===== src/rtl/scfr_pkg.sv =====
// Shared types, constants and functions of the framed command receiver.
// No dependencies; the front end, back end and top level import this package.
`timescale 1ns / 1ps

package scfr_pkg;

    localparam int SPEED_W = 12;

    // Configuration register indexes
    localparam logic [1:0] CFG_TIMEOUT     = 2'd0;
    localparam logic [1:0] CFG_SYNC_FIRST  = 2'd1;
    localparam logic [1:0] CFG_SYNC_SECOND = 2'd2;

    localparam logic [15:0] TIMEOUT_RESET     = 16'd333;
    localparam logic [7:0]  SYNC_FIRST_RESET  = 8'hFF;
    localparam logic [7:0]  SYNC_SECOND_RESET = 8'hCC;

    localparam logic [15:0] CRC_POLY     = 16'h1021;
    localparam logic [15:0] COUNT_MAX    = 16'hFFFF;
    localparam logic [SPEED_W-1:0] SPEED_SCALE  = 12'd10;
    localparam logic [SPEED_W-1:0] SPEED_OFFSET = 12'd1000;

    // Frame position, one-hot
    typedef enum logic [6:0] {
        POS_SYNC1  = 7'b0000001,
        POS_SYNC2  = 7'b0000010,
        POS_PAY0   = 7'b0000100,
        POS_PAY1   = 7'b0001000,
        POS_PAY2   = 7'b0010000,
        POS_CRC_HI = 7'b0100000,
        POS_CRC_LO = 7'b1000000
    } pos_t;

    // A tick as handed from the front to the back.
    typedef struct packed {
        logic            fresh;
        logic [2:0][7:0] cmd;
    } tick_item_t;

    typedef struct packed {
        logic signed [SPEED_W-1:0] left_speed;
        logic signed [SPEED_W-1:0] right_speed;
        logic signed [SPEED_W-1:0] flipper_speed;
        logic                      fresh_frame;
        logic                      timed_out;
    } result_t;

    // One byte of CRC-16/XMODEM, MSB first.
    function automatic logic [15:0] crc_byte(input logic [15:0] crc_in, input logic [7:0] b);
        logic [15:0] c;
        c = crc_in ^ {b, 8'h00};
        for (int k = 0; k < 8; k++) begin
            c = c[15] ? ((c << 1) ^ CRC_POLY) : (c << 1);
        end
        return c;
    endfunction

    // (b - 100) * 10 in 12-bit two's complement.
    function automatic logic [SPEED_W-1:0] speed_from_byte(input logic [7:0] b);
        logic [SPEED_W-1:0] scaled;
        scaled = SPEED_W'(b) * SPEED_SCALE;
        return scaled - SPEED_OFFSET;
    endfunction

endpackage


===== src/rtl/scfr_fifo.sv =====
// Small first-in first-out queue of registers, used between front and back
// and for the result side. Depends on nothing.
`timescale 1ns / 1ps

module scfr_fifo #(
    parameter int WIDTH = 8,
    parameter int DEPTH = 2
) (
    input  logic             clk,
    input  logic             rst_n,
    input  logic             push,
    input  logic [WIDTH-1:0] wdata,
    input  logic             pop,
    output logic [WIDTH-1:0] rdata,
    output logic             empty,
    output logic             full
);

    localparam int AW = (DEPTH > 1) ? $clog2(DEPTH) : 1;
    localparam int CW = $clog2(DEPTH + 1);

    logic [WIDTH-1:0] mem_reg [DEPTH];
    logic [AW-1:0]    rd_ptr_reg, rd_ptr_next;
    logic [AW-1:0]    wr_ptr_reg, wr_ptr_next;
    logic [CW-1:0]    count_reg, count_next;
    logic             do_pop, do_push;

    assign empty   = (count_reg == '0);
    assign full    = (count_reg == CW'(DEPTH));
    assign do_pop  = pop && !empty;
    // A beat may enter a full queue when the head leaves in the same cycle.
    assign do_push = push && (!full || do_pop);
    assign rdata   = mem_reg[rd_ptr_reg];

    always_comb
    begin
        rd_ptr_next = rd_ptr_reg;
        wr_ptr_next = wr_ptr_reg;
        count_next  = count_reg;
        if (do_pop)
        begin
            rd_ptr_next = (rd_ptr_reg == AW'(DEPTH - 1)) ? '0 : rd_ptr_reg + 1'b1;
        end
        if (do_push)
        begin
            wr_ptr_next = (wr_ptr_reg == AW'(DEPTH - 1)) ? '0 : wr_ptr_reg + 1'b1;
        end
        unique case ({do_push, do_pop})
            2'b10:   count_next = count_reg + 1'b1;
            2'b01:   count_next = count_reg - 1'b1;
            default: count_next = count_reg;
        endcase
    end

    always_ff @(posedge clk or negedge rst_n)
    begin
        if (!rst_n)
        begin
            rd_ptr_reg <= '0;
            wr_ptr_reg <= '0;
            count_reg  <= '0;
        end
        else
        begin
            rd_ptr_reg <= rd_ptr_next;
            wr_ptr_reg <= wr_ptr_next;
            count_reg  <= count_next;
        end
    end

    always_ff @(posedge clk)
    begin
        if (do_push)
        begin
            mem_reg[wr_ptr_reg] <= wdata;
        end
    end

endmodule


===== src/rtl/scfr_front.sv =====
// Front end: frame hunt, running CRC and pending-frame latch; turns each tick
// into a queue entry for the back end. Depends on scfr_pkg.
`timescale 1ns / 1ps

module scfr_front (
    input  logic                clk,
    input  logic                rst_n,
    input  logic                accept,
    input  logic                mode,
    input  logic [7:0]          rx_byte,
    input  logic [7:0]          sync_first,
    input  logic [7:0]          sync_second,
    output logic                item_push,
    output scfr_pkg::tick_item_t item
);

    import scfr_pkg::*;

    pos_t            pos_reg, pos_next;
    logic            pending_reg, pending_next;
    logic [2:0][7:0] cmd_reg, cmd_next;
    logic [2:0][7:0] payload_reg, payload_next;
    logic [7:0]      crc_hi_reg, crc_hi_next;
    logic [15:0]     crc_reg, crc_next;
    logic            byte_in;

    assign byte_in    = accept && !mode && !pending_reg;
    assign item_push  = accept && mode;
    assign item.fresh = pending_reg;
    assign item.cmd   = cmd_reg;

    always_comb
    begin
        pos_next     = pos_reg;
        pending_next = pending_reg;
        cmd_next     = cmd_reg;
        payload_next = payload_reg;
        crc_hi_next  = crc_hi_reg;
        crc_next     = crc_reg;
        if (item_push)
        begin
            pending_next = 1'b0;
        end
        else if (byte_in)
        begin
            unique case (pos_reg)
                POS_SYNC1:
                begin
                    if (rx_byte == sync_first)
                    begin
                        pos_next = POS_SYNC2;
                    end
                end
                POS_SYNC2:
                begin
                    pos_next = (rx_byte == sync_second) ? POS_PAY0 : POS_SYNC1;
                end
                POS_PAY0:
                begin
                    payload_next[0] = rx_byte;
                    crc_next        = crc_byte(16'h0000, rx_byte);
                    pos_next        = POS_PAY1;
                end
                POS_PAY1:
                begin
                    payload_next[1] = rx_byte;
                    crc_next        = crc_byte(crc_reg, rx_byte);
                    pos_next        = POS_PAY2;
                end
                POS_PAY2:
                begin
                    payload_next[2] = rx_byte;
                    crc_next        = crc_byte(crc_reg, rx_byte);
                    pos_next        = POS_CRC_HI;
                end
                POS_CRC_HI:
                begin
                    crc_hi_next = rx_byte;
                    pos_next    = POS_CRC_LO;
                end
                default:
                begin
                    // Final CRC byte; an impossible position is handled the same way.
                    if ({crc_hi_reg, rx_byte} == crc_reg)
                    begin
                        cmd_next     = payload_reg;
                        pending_next = 1'b1;
                    end
                    pos_next = POS_SYNC1;
                end
            endcase
        end
    end

    always_ff @(posedge clk or negedge rst_n)
    begin
        if (!rst_n)
        begin
            pos_reg     <= POS_SYNC1;
            pending_reg <= 1'b0;
            cmd_reg     <= '0;
        end
        else
        begin
            pos_reg     <= pos_next;
            pending_reg <= pending_next;
            cmd_reg     <= cmd_next;
        end
    end

    always_ff @(posedge clk)
    begin
        payload_reg <= payload_next;
        crc_hi_reg  <= crc_hi_next;
        crc_reg     <= crc_next;
    end

endmodule


===== src/rtl/scfr_back.sv =====
// Back end: idle tick counter, timeout check and speed registers; builds one result
// per tick taken from the queue. Depends on scfr_pkg.
`timescale 1ns / 1ps

module scfr_back (
    input  logic                 clk,
    input  logic                 rst_n,
    input  scfr_pkg::tick_item_t item,
    input  logic                 item_valid,
    input  logic                 res_room,
    input  logic [15:0]          timeout_ticks,
    output logic                 item_take,
    output scfr_pkg::result_t    res,
    output logic                 res_push
);

    import scfr_pkg::*;

    logic [15:0]              count_reg, count_next;
    logic [2:0][SPEED_W-1:0]  speed_reg, speed_next;
    logic [15:0]              count_inc;
    logic                     late;

    assign item_take = item_valid && res_room;
    assign res_push  = item_take;

    assign count_inc = (count_reg == COUNT_MAX) ? count_reg : count_reg + 1'b1;
    assign late      = (count_inc > timeout_ticks);

    always_comb
    begin
        count_next = count_inc;
        speed_next = speed_reg;
        priority if (item.fresh)
        begin
            count_next = '0;
            for (int k = 0; k < 3; k++)
            begin
                speed_next[k] = speed_from_byte(item.cmd[k]);
            end
        end
        else if (late)
        begin
            speed_next = '0;
        end
        else
        begin
            speed_next = speed_reg;
        end
    end

    assign res.left_speed    = speed_next[0];
    assign res.right_speed   = speed_next[1];
    assign res.flipper_speed = speed_next[2];
    assign res.fresh_frame   = item.fresh;
    assign res.timed_out     = late && !item.fresh;

    always_ff @(posedge clk or negedge rst_n)
    begin
        if (!rst_n)
        begin
            count_reg <= '0;
            speed_reg <= '0;
        end
        else if (item_take)
        begin
            count_reg <= count_next;
            speed_reg <= speed_next;
        end
    end

endmodule


===== src/rtl/serial_command_frame_receiver_unit.sv =====
// Framed serial command receiver: bytes build CRC-checked frames, ticks turn them into speeds.
// A tick's result is written into the result queue in the cycle its queued beat is taken by the back end.
// Throughput: one byte or tick per cycle, limited only by the front-to-back and result queues.
// Bytes give no result; every tick gives exactly one.
// Reset (rst_n low, asynchronous) clears hunt, pending frame, counter, speeds and both queues,
// and loads the configuration reset values. Needs scfr_pkg, scfr_front, scfr_back, scfr_fifo.
`timescale 1ns / 1ps

module serial_command_frame_receiver_unit #(
    parameter int QUEUE_DEPTH  = 4,
    parameter int RESULT_DEPTH = 2
) (
    input  logic        clk,
    input  logic        rst_n,
    input  logic        push,
    output logic        full,
    input  logic        mode,
    input  logic [7:0]  rx_byte,
    output logic        empty,
    input  logic        pop,
    output logic signed [scfr_pkg::SPEED_W-1:0] left_speed,
    output logic signed [scfr_pkg::SPEED_W-1:0] right_speed,
    output logic signed [scfr_pkg::SPEED_W-1:0] flipper_speed,
    output logic        fresh_frame,
    output logic        timed_out,
    input  logic        cfg_valid,
    output logic        cfg_ready,
    input  logic [1:0]  cfg_index,
    input  logic [15:0] cfg_data
);

    import scfr_pkg::*;

    logic [15:0] timeout_reg;
    logic [7:0]  sync_first_reg;
    logic [7:0]  sync_second_reg;

    logic        accept;
    logic        item_push;
    tick_item_t  item_in, item_head;
    logic        item_empty, item_full, item_take;
    result_t     res_in, res_head;
    logic        res_push, res_full, res_empty, res_room;

    assign cfg_ready = 1'b1;
    assign accept    = push && !full;
    assign full      = item_full;

    always_ff @(posedge clk or negedge rst_n)
    begin
        if (!rst_n)
        begin
            timeout_reg     <= TIMEOUT_RESET;
            sync_first_reg  <= SYNC_FIRST_RESET;
            sync_second_reg <= SYNC_SECOND_RESET;
        end
        else if (cfg_valid && cfg_ready)
        begin
            unique case (cfg_index)
                CFG_TIMEOUT:     timeout_reg     <= cfg_data;
                CFG_SYNC_FIRST:  sync_first_reg  <= cfg_data[7:0];
                CFG_SYNC_SECOND: sync_second_reg <= cfg_data[7:0];
                default:         ;
            endcase
        end
    end

    scfr_front u_front (
        .clk         (clk),
        .rst_n       (rst_n),
        .accept      (accept),
        .mode        (mode),
        .rx_byte     (rx_byte),
        .sync_first  (sync_first_reg),
        .sync_second (sync_second_reg),
        .item_push   (item_push),
        .item        (item_in)
    );

    scfr_fifo #(
        .WIDTH ($bits(tick_item_t)),
        .DEPTH (QUEUE_DEPTH)
    ) u_item_q (
        .clk   (clk),
        .rst_n (rst_n),
        .push  (item_push),
        .wdata (item_in),
        .pop   (item_take),
        .rdata (item_head),
        .empty (item_empty),
        .full  (item_full)
    );

    // The back end may fill a full result queue when the oldest beat leaves now.
    assign res_room = !res_full || (pop && !res_empty);

    scfr_back u_back (
        .clk           (clk),
        .rst_n         (rst_n),
        .item          (item_head),
        .item_valid    (!item_empty),
        .res_room      (res_room),
        .timeout_ticks (timeout_reg),
        .item_take     (item_take),
        .res           (res_in),
        .res_push      (res_push)
    );

    scfr_fifo #(
        .WIDTH ($bits(result_t)),
        .DEPTH (RESULT_DEPTH)
    ) u_res_q (
        .clk   (clk),
        .rst_n (rst_n),
        .push  (res_push),
        .wdata (res_in),
        .pop   (pop),
        .rdata (res_head),
        .empty (res_empty),
        .full  (res_full)
    );

    assign empty         = res_empty;
    assign left_speed    = res_head.left_speed;
    assign right_speed   = res_head.right_speed;
    assign flipper_speed = res_head.flipper_speed;
    assign fresh_frame   = res_head.fresh_frame;
    assign timed_out     = res_head.timed_out;

endmodule


===== config.mk =====
export PLATFORM = sky130hd
export DESIGN_NAME = serial_command_frame_receiver_unit
export DESIGN_NICKNAME = d
export VERILOG_FILES = /design/src/rtl/scfr_pkg.sv /design/src/rtl/scfr_fifo.sv /design/src/rtl/scfr_front.sv /design/src/rtl/scfr_back.sv /design/src/rtl/serial_command_frame_receiver_unit.sv
export SDC_FILE = /design/constraint.sdc
export NUM_CORES = 1
export LEC_CHECK = 0
export BUFFER_PORTS_ARGS = -buffer_cell sky130_fd_sc_hd__buf_4
export CAP_MARGIN = 20
export CORE_ASPECT_RATIO = 1.2
export CORE_MARGIN = 2
export CORE_UTILIZATION = 30
export CTS_CLUSTER_SIZE = 8
export DETAILED_ROUTE_END_ITERATION = 8
export SYNTH_ARGS = -nofsm -noshare
export SYNTH_HDL_FRONTEND = slang
export SYNTH_SLANG_ARGS = --single-unit

===== constraint.sdc =====
create_clock -name clk -period 5.5 [get_ports clk]
set_input_delay 0.55 -clock clk [delete_from_list [all_inputs] [get_ports clk]]
set_output_delay 0.55 -clock clk [all_outputs]
set_load 0.02 [all_outputs]

Yosys cells after proc, flatten, opt, wreduce, memory -nomap -nowiden
Memories as Yosys holds them, arrays and structs flattened.
Cells that the tools add are included.
- bitwise logic cells: 19
- reduce and logical (&&, ||, !) cells: 40
- mux-type cells: 38
- multipliers: 3
- magnitude comparators: 1
- eq/ne operators: 22
- $add $sub $neg: 12
- operators with widths (kind ; number):
    $mux W13 ; 16
    $mux W36 ; 2
    $not A3 Y3 ; 16
    $pmux W7 S6 ; 1
    $sub A12 B10 Y12 const B ; 3
    $mul A8 B3 Y11 const B ; 3
    $mux W16 ; 2
    $pmux W16 S2 ; 1
    $reduce_and A3 Y1 ; 7
    $add A16 B1 Y16 const B ; 1
    $eq A16 B16 Y1 ; 1
    $eq A16 B16 Y1 const B ; 1
    $eq A8 B8 Y1 ; 2
    $gt A16 B16 Y1 ; 1
    $xor A16 B16 Y16 ; 1
    $eq A2 B2 Y1 const B ; 6
    $logic_and A1 B1 Y1 ; 10
    $mux W1 ; 10
    $reduce_bool A2 Y1 ; 5
    $eq A7 B1 Y1 const B ; 1
    $eq A7 B2 Y1 const B ; 1
    $eq A7 B3 Y1 const B ; 1
    $eq A7 B4 Y1 const B ; 1
    $eq A7 B5 Y1 const B ; 1
    other kinds (23) ; 41
- memories: 2
- output and inout bits: 41
- memory bits (writable): 176
- flip-flop bits (word level): 175
- memories (name ; depth ; bits a word ; rd ports ; clocked after Yosys merged registers in ; wr ports ; RTL line ; RTL):
    u_item_q.mem_reg ; 4 ; 25 ; 1 ; 0 ; 1 ; scfr_fifo.sv:22 ; logic [WIDTH-1:0] mem_reg [DEPTH];
    u_res_q.mem_reg ; 2 ; 38 ; 1 ; 0 ; 1 ; scfr_fifo.sv:22 ;

Depth between registers and ports, before layout
Gate-level depths: netlist of run 1.
- depth in word-level cells: 18
- gate-level depth with buffers: 17
- depth with buffers taken out: 14

Hierarchy
Synthesis of run 1 repeated with hierarchy kept, for this count alone.
- cells, all modules: 1207
- area total of the unflattened synthesis: 16947.5 um^2
- by module, submodules not included (module ; times used ; area each (um^2) ; cells each):
    scfr_back ; 1 ; 4853.4 ; 546
    scfr_fifo at u_item_q ; 1 ; 4154.0 ; 187
    scfr_front ; 1 ; 3724.8 ; 258
    scfr_fifo at u_res_q ; 1 ; 2957.8 ; 142
    serial_command_frame_receiver_unit ; 1 ; 1257.5 ; 74

Worst setup path before layout of run 1
No wires, ideal clock.
- path kind: reg-to-reg
- start: register u_item_q.rd_ptr_reg[0]
- end: memory u_res_q.mem_reg[0][13] in the netlist's numbering, data pin
- arrival: 4014 ps
- stages on the path, launching flop included: 15
- library setup time: 265 ps
- buffers on the path: 3
- path slack: 1221 ps
- path through: dfrtp_1 buf_2 buf_2 buf_2 mux4_2 ha_1 ha_1 fa_1 a211oi_1 nor2_1 xor2_1 nand3_1 o211ai_1 nand2_1 a221o_1
- RTL lines (item ; RTL line ; RTL):
    from (decl) ; scfr_fifo.sv:23 ; logic [AW-1:0] rd_ptr_reg, rd_ptr_next;
    from (signal assigned) ; scfr_fifo.sv:65 ; rd_ptr_reg <= rd_ptr_next;
    to (decl) ; scfr_fifo.sv:22 ;

==> flow_summary.yaml, run 1 <==
logic_synthesis:
  synth.largest_area_cell: "edfxtp_1"
  synthFlopType: "edfxtp_1"
  yosysSeqAreaShare_pct: 60.9
  synthMuxAreaShare_pct: 9.36
  yosys.area_share.adder_pct: 5.33
  synth_top_area_share_pct: 41.3
  yosys_register_bits: 351
  synth_top_family_by_area: "multiplexers"
  synthTopCellsByCount: "edfxtp_1, dfrtp_1, nand2_1"
  async_flop_share_pct: 36.2
  yosysMostFrequentCell: "edfxtp_1"
  synth_nets: 1273
  syn_area_mm2: 0.0163
  synth_top_cells_by_area: "edfxtp_1, dfrtp_1, ha_1"
  synth_edf_count: 224
  synth-xor-area-share_pct: 6.55
  syn_inst: 1174
  synth_area_per_cell_um2: 13.9
  ys_warn_count: 0
  synth_cell_types: 70
  synth_compound_area_share_pct: 8.27
  yosys.area_share.simple_pct: 7.37
setup_path:
  r2r_cells: 12
  path_buf_inv: 1
  crit_path_start_kind: "flip-flop"
  crit_fanout: 10
  critPathRequiredTime_ns: 5.87
  r2r_slack_ns: 1.22
  path_class: "flip-flop to flip-flop"
  rr_startpoint: "u_item_q.rd_ptr_reg[0]"
  cp_common_cell: "ha_1"
  critPathArrivalTime_ns: 4.65
  cp_cell_sequence: "buf_4 > mux4_2 > ha_1 > ha_1 > fa_1 > a21oi_1 > o21bai_1 > xor2_1 > nand3_1 > o311ai_0 > nor3_1 > o21ai_0"
  path_delay_family: "compound AO/OA/AOI/OAI gates"
  end_kind: "flip-flop"
  rr_endpoint: "u_res_q.mem_reg[0][25]"
  cp_slowest_cell: "dfrtp_1"
  cpPeakStageDelay_ns: 0.63
global_routing:
  grt_pass1_wl_um: 54400
  grt_max_degree: 85
  grt_pass1_vias: 9950
  antenna_found_initial: 0
  gr-total-overflow: 0
  grtUsageTotal_pct: 12.1
die:
  die_height_um: 259
  io_pins: 73
  initial_utilization_pct: 30.3
  dieWidth_um: 217
  dieArea_mm2: 0.0562
  rows: 93
  core_mm2: 0.0538
sta:
  rsz0062_at_grt: "false"
  finalSetupTns_ns: 0
  worstMarginPinSlew_ns: 0.977
  drv_slew: 0
  setup_violations: 0
  relSlewSlack_pct: 34.8
  post-route-period-util_pct: 77.8
  period_needed_ns: 4.28
  timing.fmax_ghz: 0.234
  hold_violations: 0
  clock_skew_ns: 0.0299
route:
  antenna_left: 0
  firstDrtPassIters: 5
  vias: 9567
  drc: 0
  wl_met2_um: 17200
  drt_iter0_drc: 478
  vias_per_cell: 4.73
  routed_wl_um: 33900
  wl_per_cell_um: 16.8
  top_layer_used: "met4"
  dr_wl_met3_um: 1220
  wirelength_met1_um: 14700
clocking:
  clk_path_buf_depth: 3
  clk_latency_ns: 0.57
  htreeDepth: 2
  clk_pin_slew_worst_paths_ns: 0.05
  cts_tree: "done"
  clock_sinks: 351
  postCtsSetupBuffers: 0
  numCtsBuffers: 50
  ctsHoldBuffers: 0
  cts-root-buf: "clkbuf_16"
  cts.repair.resized: 0
power:
  p_leak_nw: 7.46
  ir_drop_mv: 0.370
  powerDensity_mw_per_mm2: 678
finish:
  drive_gt1_share_pct: 20.8
  nets: 1369
  largest_reg_flops: 100
  finish.utilization_pct: 35.8
  design_area_mm2: 0.0192
  antennaDiodeCount: 0
  syn2layout_area_growth_pct: 17.9
status:
  status: "completed"
placed_design:
  place_area_mm2: 0.0177
  dp_hpwl_um: 22800
  place_congestion: 0.777
  portBuffers: 71
run:
  maxCapViolCount: 0
worst_hold_path:
  hold_class: "primary input to asynchronous set/reset pin"
## cells in the final DEF (no fill, tap or decap), drive strengths merged, types with 35 or more instances in the layout
master  instances
nor2           47
ha             63
xor2           42
a22o           35
dfrtp         109
inv            36
buf            94
clkbuf         88
edfxtp        224
xnor2          80
o21ai          58
nand2          86
mux2           84
## kinds of logic after synthesis
| kind of cell | after synthesis |
|---|---|
| flip-flops | 351 |
| AND/OR/NAND/NOR | 240 |
| AO/OA/AOI/OAI | 194 |
| XOR/XNOR | 122 |
| multiplexers | 112 |
| buffers and inverters | 87 |
| adder cells (fa/ha/maj) | 67 |
| other | 1 |
## per-layer routing
metal	track usage, %	vias up
li1	-	4563
met4	4.01	0
met2	21.3	186
met3	2.04	48
met1	15.0	4770
met5	0	-
## power breakdown
| group | switching [mW] | internal [mW] |
|---|---|---|
| registers | 0.319 | 3.89 |
| logic | 3.37 | 2.58 |
| clock network | 1.12 | 1.76 |
| total | 4.81 | 8.23 |
## worst reg2reg max path, stage by stage, from the launching register on
cell      delay [ns]
dfrtp_1         0.63
buf_4           0.32
mux4_2          0.58
ha_1            0.32
ha_1            0.23
fa_1            0.41
a21oi_1         0.22
o21bai_1        0.11
xor2_1          0.26
nand3_1         0.22
o311ai_0        0.41
nor3_1          0.14
o21ai_0         0.25
## stage by stage
| stage | hold WS, ns | setup slack [ns] | total power, mW | std cells |
|---|---|---|---|---|
| after floorplan | 0.254 | 1.22 | 8.57 | 1174 |
| after global placement | 0.443 | 1.27 | 10.1 | 1929 |
| after detailed placement | 0.454 | 1.22 | 10.2 | 1930 |
| after CTS | 0.0651 | 1.21 | 13.2 | 2023 |
| after global routing | 0.106 | 0.858 | 14.0 | 2023 |
| final | 0.0419 | 1.22 | 13.0 | 2023 |
## area by class of cell
type / count / area, um2
clock inverters: 5 / 111
flip-flops and latches: 351 / 9930
multi-input cells: 736 / 6050
inverters: 37 / 139
repair buffers: 94 / 722
fillers: 5155 / 34500
well taps: 712 / 891
clock buffers: 88 / 1390
## worst max-delay path by stage
| stage | start | to | slack (ns) | cells past startpoint |
|---|---|---|---|---|
| floorplan | u_item_q.rd_ptr_reg[0] | u_res_q.mem_reg[0][13] | 1.22 | 14 |
| global placement | u_item_q.rd_ptr_reg[0] | u_res_q.mem_reg[0][25] | 1.27 | 12 |
| detailed placement | u_item_q.rd_ptr_reg[0] | u_res_q.mem_reg[0][25] | 1.22 | 12 |
| CTS | u_item_q.rd_ptr_reg[0] | u_res_q.mem_reg[1][25] | 1.21 | 12 |
| global route | u_item_q.rd_ptr_reg[0] | u_res_q.mem_reg[1][25] | 0.86 | 12 |
| finish | u_item_q.rd_ptr_reg[0] | u_res_q.mem_reg[0][25] | 1.22 | 12 |
Note: power is estimated with default switching activity, not from simulation.
==> inputs of run 2 (changes only) <==
Clock period 5.5 ns to 3.99 ns, I/O delays scaled along.
==> run 2 against run 1 <==
Routed wire length is 1.4% lower. Combinational power is 43% higher. Fmax is 13% higher. Via count is 0.43% higher. Critical endpoint is now u_res_q.mem_reg[1][17]. Global-route usage is 0.085 points lower. Sequential share of layout area is 0.42 points lower. Register-to-register slack worse by 1.0 ns. Clock power is 34% higher. Utilization is 0.30 points higher. Cell area is 0.83% higher. Total power is 39% higher.
==> flow_summary.yaml, run 2 (synthesis results as in run 1) <==
status:
  status: "completed"
sta:
  timing.fmax_ghz: 0.263
  setup_slack_ns: 0.188
  drv_slew: 0
  relSlewSlack_pct: 36.7
  post-route-period-util_pct: 95.3
  rsz0062_at_grt: "false"
  hold_violations: 0
  period_needed_ns: 3.80
  holdWs_ns: 0.0394
  clock_skew_ns: 0.0260
  worstMarginPinSlew_ns: 0.949
  setup_violations: 0
  finalSetupTns_ns: 0
setup_path:
  rr_endpoint: "u_res_q.mem_reg[1][17]"
  crit_path_start_kind: "flip-flop"
  end_kind: "flip-flop"
  crit_fanout: 23
  path_class: "flip-flop to flip-flop"
  rr_startpoint: "u_back.count_reg[4]"
  critPathArrivalTime_ns: 4.15
  r2r_cells: 15
  critPathRequiredTime_ns: 4.34
  r2r_slack_ns: 0.19
route:
  vias_per_cell: 4.72
  antenna_left: 0
  drc: 0
  routed_wl_um: 33400
  firstDrtPassIters: 5
  wl_per_cell_um: 16.4
  vias: 9608
  drt_iter0_drc: 452
clocking:
  cts_tree: "done"
  htreeDepth: 2
  clk_latency_ns: 0.58
  numCtsBuffers: 49
  cts-root-buf: "clkbuf_16"
  clk_path_buf_depth: 3
  clock_sinks: 351
  clk_pin_slew_worst_paths_ns: 0.05
power:
  powerDensity_mw_per_mm2: 936
  totalPowerFinal_mw: 18.2
  ir_drop_mv: 0.596
  p_leak_nw: 7.54
finish:
  largest_reg_flops: 100
  final_cell_mix: "edfxtp_1, dfrtp_1, buf_4"
  drive_gt1_share_pct: 22.1
  syn2layout_area_growth_pct: 18.9
  antennaDiodeCount: 0
  final_common_cell: "edfxtp_1"
  nets: 1382
  design_area_mm2: 0.0194
  num-fill-cells: 5133
worst_hold_path:
  hold_class: "primary input to flip-flop"
  min_to: "timeout_reg[8]"
  hold_path_depth: 3
  worstHoldStart: "cfg_data[8]"
die:
  dieWidth_um: 217
  dieArea_mm2: 0.0562
  io_pins: 73
  core_mm2: 0.0538
  rows: 93
  die_height_um: 259
  initial_utilization_pct: 30.3
placed_design:
  place_congestion: 0.765
  place_area_mm2: 0.0179
  dp_hpwl_um: 22500
  portBuffers: 71
  pre_cts_ws_ns: 0.0361
global_routing:
  grt_pass1_wl_um: 53700
  gr-total-overflow: 0
  grtUsageTotal_pct: 12.0
  grt_max_degree: 72
  grt_pass1_vias: 9846
  antenna_found_initial: 0
run:
  maxCapViolCount: 0
-- run 2: cell types whose count changed in the layout (fill, tap and decap cells not counted), sizes merged --
cell         delta
buf            +12
bufinv          -1
clkbuf          +2
clkinv          -3
dlygate4sd3     +1
inv             +2
-- run 2: metal layers --
| layer | up-vias | GRT usage [%] | share of wire, % | routed length (um) |
|---|---|---|---|---|
| met4 | 0 | 3.90 | 2.4 | 808 |
| met5 | - | 0 | 0 | 0 |
| met1 | 4781 | 15.1 | 44 | 14700 |
| met2 | 164 | 20.7 | 50 | 16700 |
| met3 | 57 | 2.39 | 3.6 | 1200 |
| li1 | 4606 | - | - | - |
-- run 2: how the worst max path moves through the flow --
stage / start / end / cells after the start
final: u_back.count_reg[4] / u_res_q.mem_reg[1][17] / 15
after global routing: u_back.count_reg[4] / u_res_q.mem_reg[0][5] / 15
after CTS: u_item_q.rd_ptr_reg[0] / u_res_q.mem_reg[1][25] / 12
after detailed placement: u_item_q.rd_ptr_reg[0] / u_res_q.mem_reg[0][25] / 12
after global placement: u_item_q.rd_ptr_reg[0] / u_res_q.mem_reg[1][25] / 12
after floorplan: u_item_q.rd_ptr_reg[0] / u_res_q.mem_reg[0][13] / 14
-- run 2: cell type report --
| cell class | instances | area, um2 | share of cell area, % |
|---|---|---|---|
| Multi-Input combinational cell | 736 | 6080 | 31.4 |
| Clock inverter | 3 | 58.8 | 0.303 |
| Clock buffer | 89 | 1380 | 7.10 |
| Timing Repair Buffer | 108 | 916 | 4.72 |
| Sequential cell | 351 | 9930 | 51.2 |
| Tap cell | 712 | 891 | 4.59 |
| Inverter | 37 | 139 | 0.716 |
-- run 2: critical path, stage by stage (launching register included) --
cell,delay [ns]
dfrtp_1,0.35
and3_1,0.19
nand4_1,0.16
buf_4,0.20
nor4_4,0.29
buf_4,0.19
mux2_2,0.35
ha_1,0.30
nor2b_1,0.13
o211ai_1,0.21
a211oi_1,0.11
or3b_1,0.45
a21oi_4,0.24
buf_12,0.20
nand2_1,0.06
o21ai_0,0.15
-- run 2: power breakdown --
group / switching, mW / total, mW / internal, mW
combinational: 4.75 / 8.54 / 3.79
clock: 1.53 / 3.85 / 2.32
sequential: 0.401 / 5.76 / 5.36
total: 6.68 / 18.2 / 11.5
-- run 2: what timing repair did --
| action | 4_1_cts | 5_1_grt |
|---|---|---|
| buffers inserted | 0 | 1 |
| hold buffers | 1 | 0 |
| gates resized for setup | 0 | 16 |
| endpoints found under the hold margin | 56 | 0 |
| setup endpoints to repair | 0 | 53 |
-- run 2: through the flow --
step / instances / util (%)
floorplan: 1174 / -
global placement: 1940 / 33.2
detailed placement: 1941 / 33.2
CTS: 2034 / 35.9
global route: 2036 / 36.1
finish: 2036 / 36.1
==> inputs of run 3 (changes only) <==
Settings changed: PLACE_DENSITY set to 0.57.
Clock period 3.99 ns to 4.2 ns, I/O delays scaled along.
==> run 3 against run 2 <==
Sequential share of layout area rose by 0.37 points. Worst hold slack lost 0.034 ns. Fmax is 4.9% lower. Count of clock-buffer cells in the layout is 1 lower. Cell count fell by 0.74%. Cell area down 0.72%. Via count decreased by 0.85%. Flip-flop and latch count unchanged. Clock skew down 0.0021 ns. Combinational power is 8.3% lower.
==> flow_summary.yaml, run 3 (synthesis results as in run 1) <==
status:
  status: "completed"
sta:
  worstMarginPinSlew_ns: 1.00
  clock_skew_ns: 0.0239
  rsz0062_at_grt: "false"
  period_needed_ns: 4.00
  relSlewSlack_pct: 33.3
  drv_slew: 0
  setup_violations: 0
  post-route-period-util_pct: 95.2
  finalSetupTns_ns: 0
  timing.fmax_ghz: 0.250
  hold_violations: 0
  holdWs_ns: 0.00585
route:
  vias: 9526
  wl_per_cell_um: 16.5
  drc: 0
  vias_per_cell: 4.71
  firstDrtPassIters: 4
  routed_wl_um: 33400
  antenna_left: 0
  drt_iter0_drc: 483
power:
  powerDensity_mw_per_mm2: 883
  power.net_switching_mw: 6.23
  pwr-share-seq_pct: 32.2
  intPower_mw: 10.8
  p_leak_nw: 7.47
  comb_power_share_pct: 46.0
  ir_drop_mv: 0.424
  pwr-share-clk_pct: 21.8
  sw_frac_of_total_pct: 36.6
finish:
  drive_gt1_share_pct: 20.9
  largest_reg_flops: 100
  nets: 1369
  final_cell_mix: "edfxtp_1, dfrtp_1, buf_4"
  num-fill-cells: 5191
  finish.utilization_pct: 35.8
  antennaDiodeCount: 0
  syn2layout_area_growth_pct: 18.1
  final_common_cell: "edfxtp_1"
  layout.cells.non_filler: 2021
worst_hold_path:
  hold_class: "primary input to asynchronous set/reset pin"
setup_path:
  crit_fanout: 36
  path_class: "flip-flop to flip-flop"
  critPathRequiredTime_ns: 4.51
  crit_path_start_kind: "flip-flop"
  end_kind: "flip-flop"
  critPathArrivalTime_ns: 4.31
die:
  die_height_um: 259
  core_mm2: 0.0538
  rows: 93
  initial_utilization_pct: 30.3
  io_pins: 73
  dieWidth_um: 217
  dieArea_mm2: 0.0562
global_routing:
  antenna_found_initial: 0
  grt_pass1_vias: 9859
  grtUsageTotal_pct: 12.1
  grt_pass1_wl_um: 54200
  gr-total-overflow: 0
  grt_max_degree: 74
clocking:
  clk_path_buf_depth: 3
  cts-root-buf: "clkbuf_16"
  cts_tree: "done"
  clk_latency_ns: 0.56
  htreeDepth: 2
  clk_pin_slew_worst_paths_ns: 0.05
  numCtsBuffers: 50
  ctsHoldBuffers: 0
  clock_sinks: 351
placed_design:
  place_congestion: 0.766
  portBuffers: 71
  dp_hpwl_um: 22300
  dpl.cell_count: 1930
run:
  maxCapViolCount: 0
run 3: timing repair:
action                     4_1_cts  5_1_grt
setup endpoints to repair        0       49
gates resized for setup          0        2
buffers inserted                 0        0
run 3: power groups by stage:
| stage | Combinational (mW) | Sequential, mW | Clock [mW] |
|---|---|---|---|
| after floorplan | 5.87 | 5.36 | 0 |
| after CTS | 7.98 | 5.48 | 3.81 |
| after detailed placement | 7.92 | 5.53 | 0 |
| after global routing | 8.80 | 5.56 | 3.95 |
| final | 7.83 | 5.47 | 3.71 |
| after global placement | 7.82 | 5.50 | 0 |
run 3: final timing paths:
path / to / slack (ns) / startpoint / cells after the start
max: u_res_q.mem_reg[0][30] / 0.20 / u_back.count_reg[4] / 14
min: u_res_q.count_reg[1] / 0.006 / rst_n / 1
max reg2reg: u_res_q.mem_reg[0][30] / 0.20 / u_back.count_reg[4] / 14
min reg2reg: u_front.item[23] / 0.46 / u_front.payload_reg[23] / 1
max in group asynchronous: u_back.speed_reg[20] / 3.29 / rst_n / 2
min in group clk: timeout_reg[15] / 0.06 / cfg_data[15] / 3
run 3: layer usage:
layer | share of wire (%) | GRT usage, %
met1 | 45 | 15.4
met2 | 49 | 20.7
met3 | 3.6 | 2.21
met4 | 2.2 | 3.71
met5 | 0 | 0
run 3: layout make-up:
class	instances	area [um2]	share of cell area, %
clock buffer	88	1430	7.40
tap	712	891	4.63
timing repair buffer	94	781	4.06
clock inverter	3	41.3	0.214
sequential	351	9930	51.6
inverter	37	139	0.721
multi-input combinational	736	6050	31.4
run 3: worst max-delay path, stage by stage (launching register included):
cell,delay (ns)
dfrtp_1,0.47
and3_2,0.30
nand4_1,0.22
nor4_4,0.35
buf_4,0.19
mux2_2,0.36
ha_1,0.29
nor2b_1,0.14
o211ai_1,0.18
a211oi_1,0.11
or3b_1,0.43
a21oi_4,0.21
buf_12,0.22
nand2_1,0.07
o21ai_0,0.18
run 3: stage by stage:
step | cell area, um2 | power [mW] | setup WS (ns)
2_1_floorplan | 16300 | 11.2 | 0.0168
3_3_place_gp | 17800 | 13.3 | 0.229
3_5_place_dp | 17800 | 13.5 | 0.171
4_1_cts | 19200 | 17.3 | 0.120
5_1_grt | 19300 | 18.3 | 0.0177
6_report | 19300 | 17.0 | 0.201
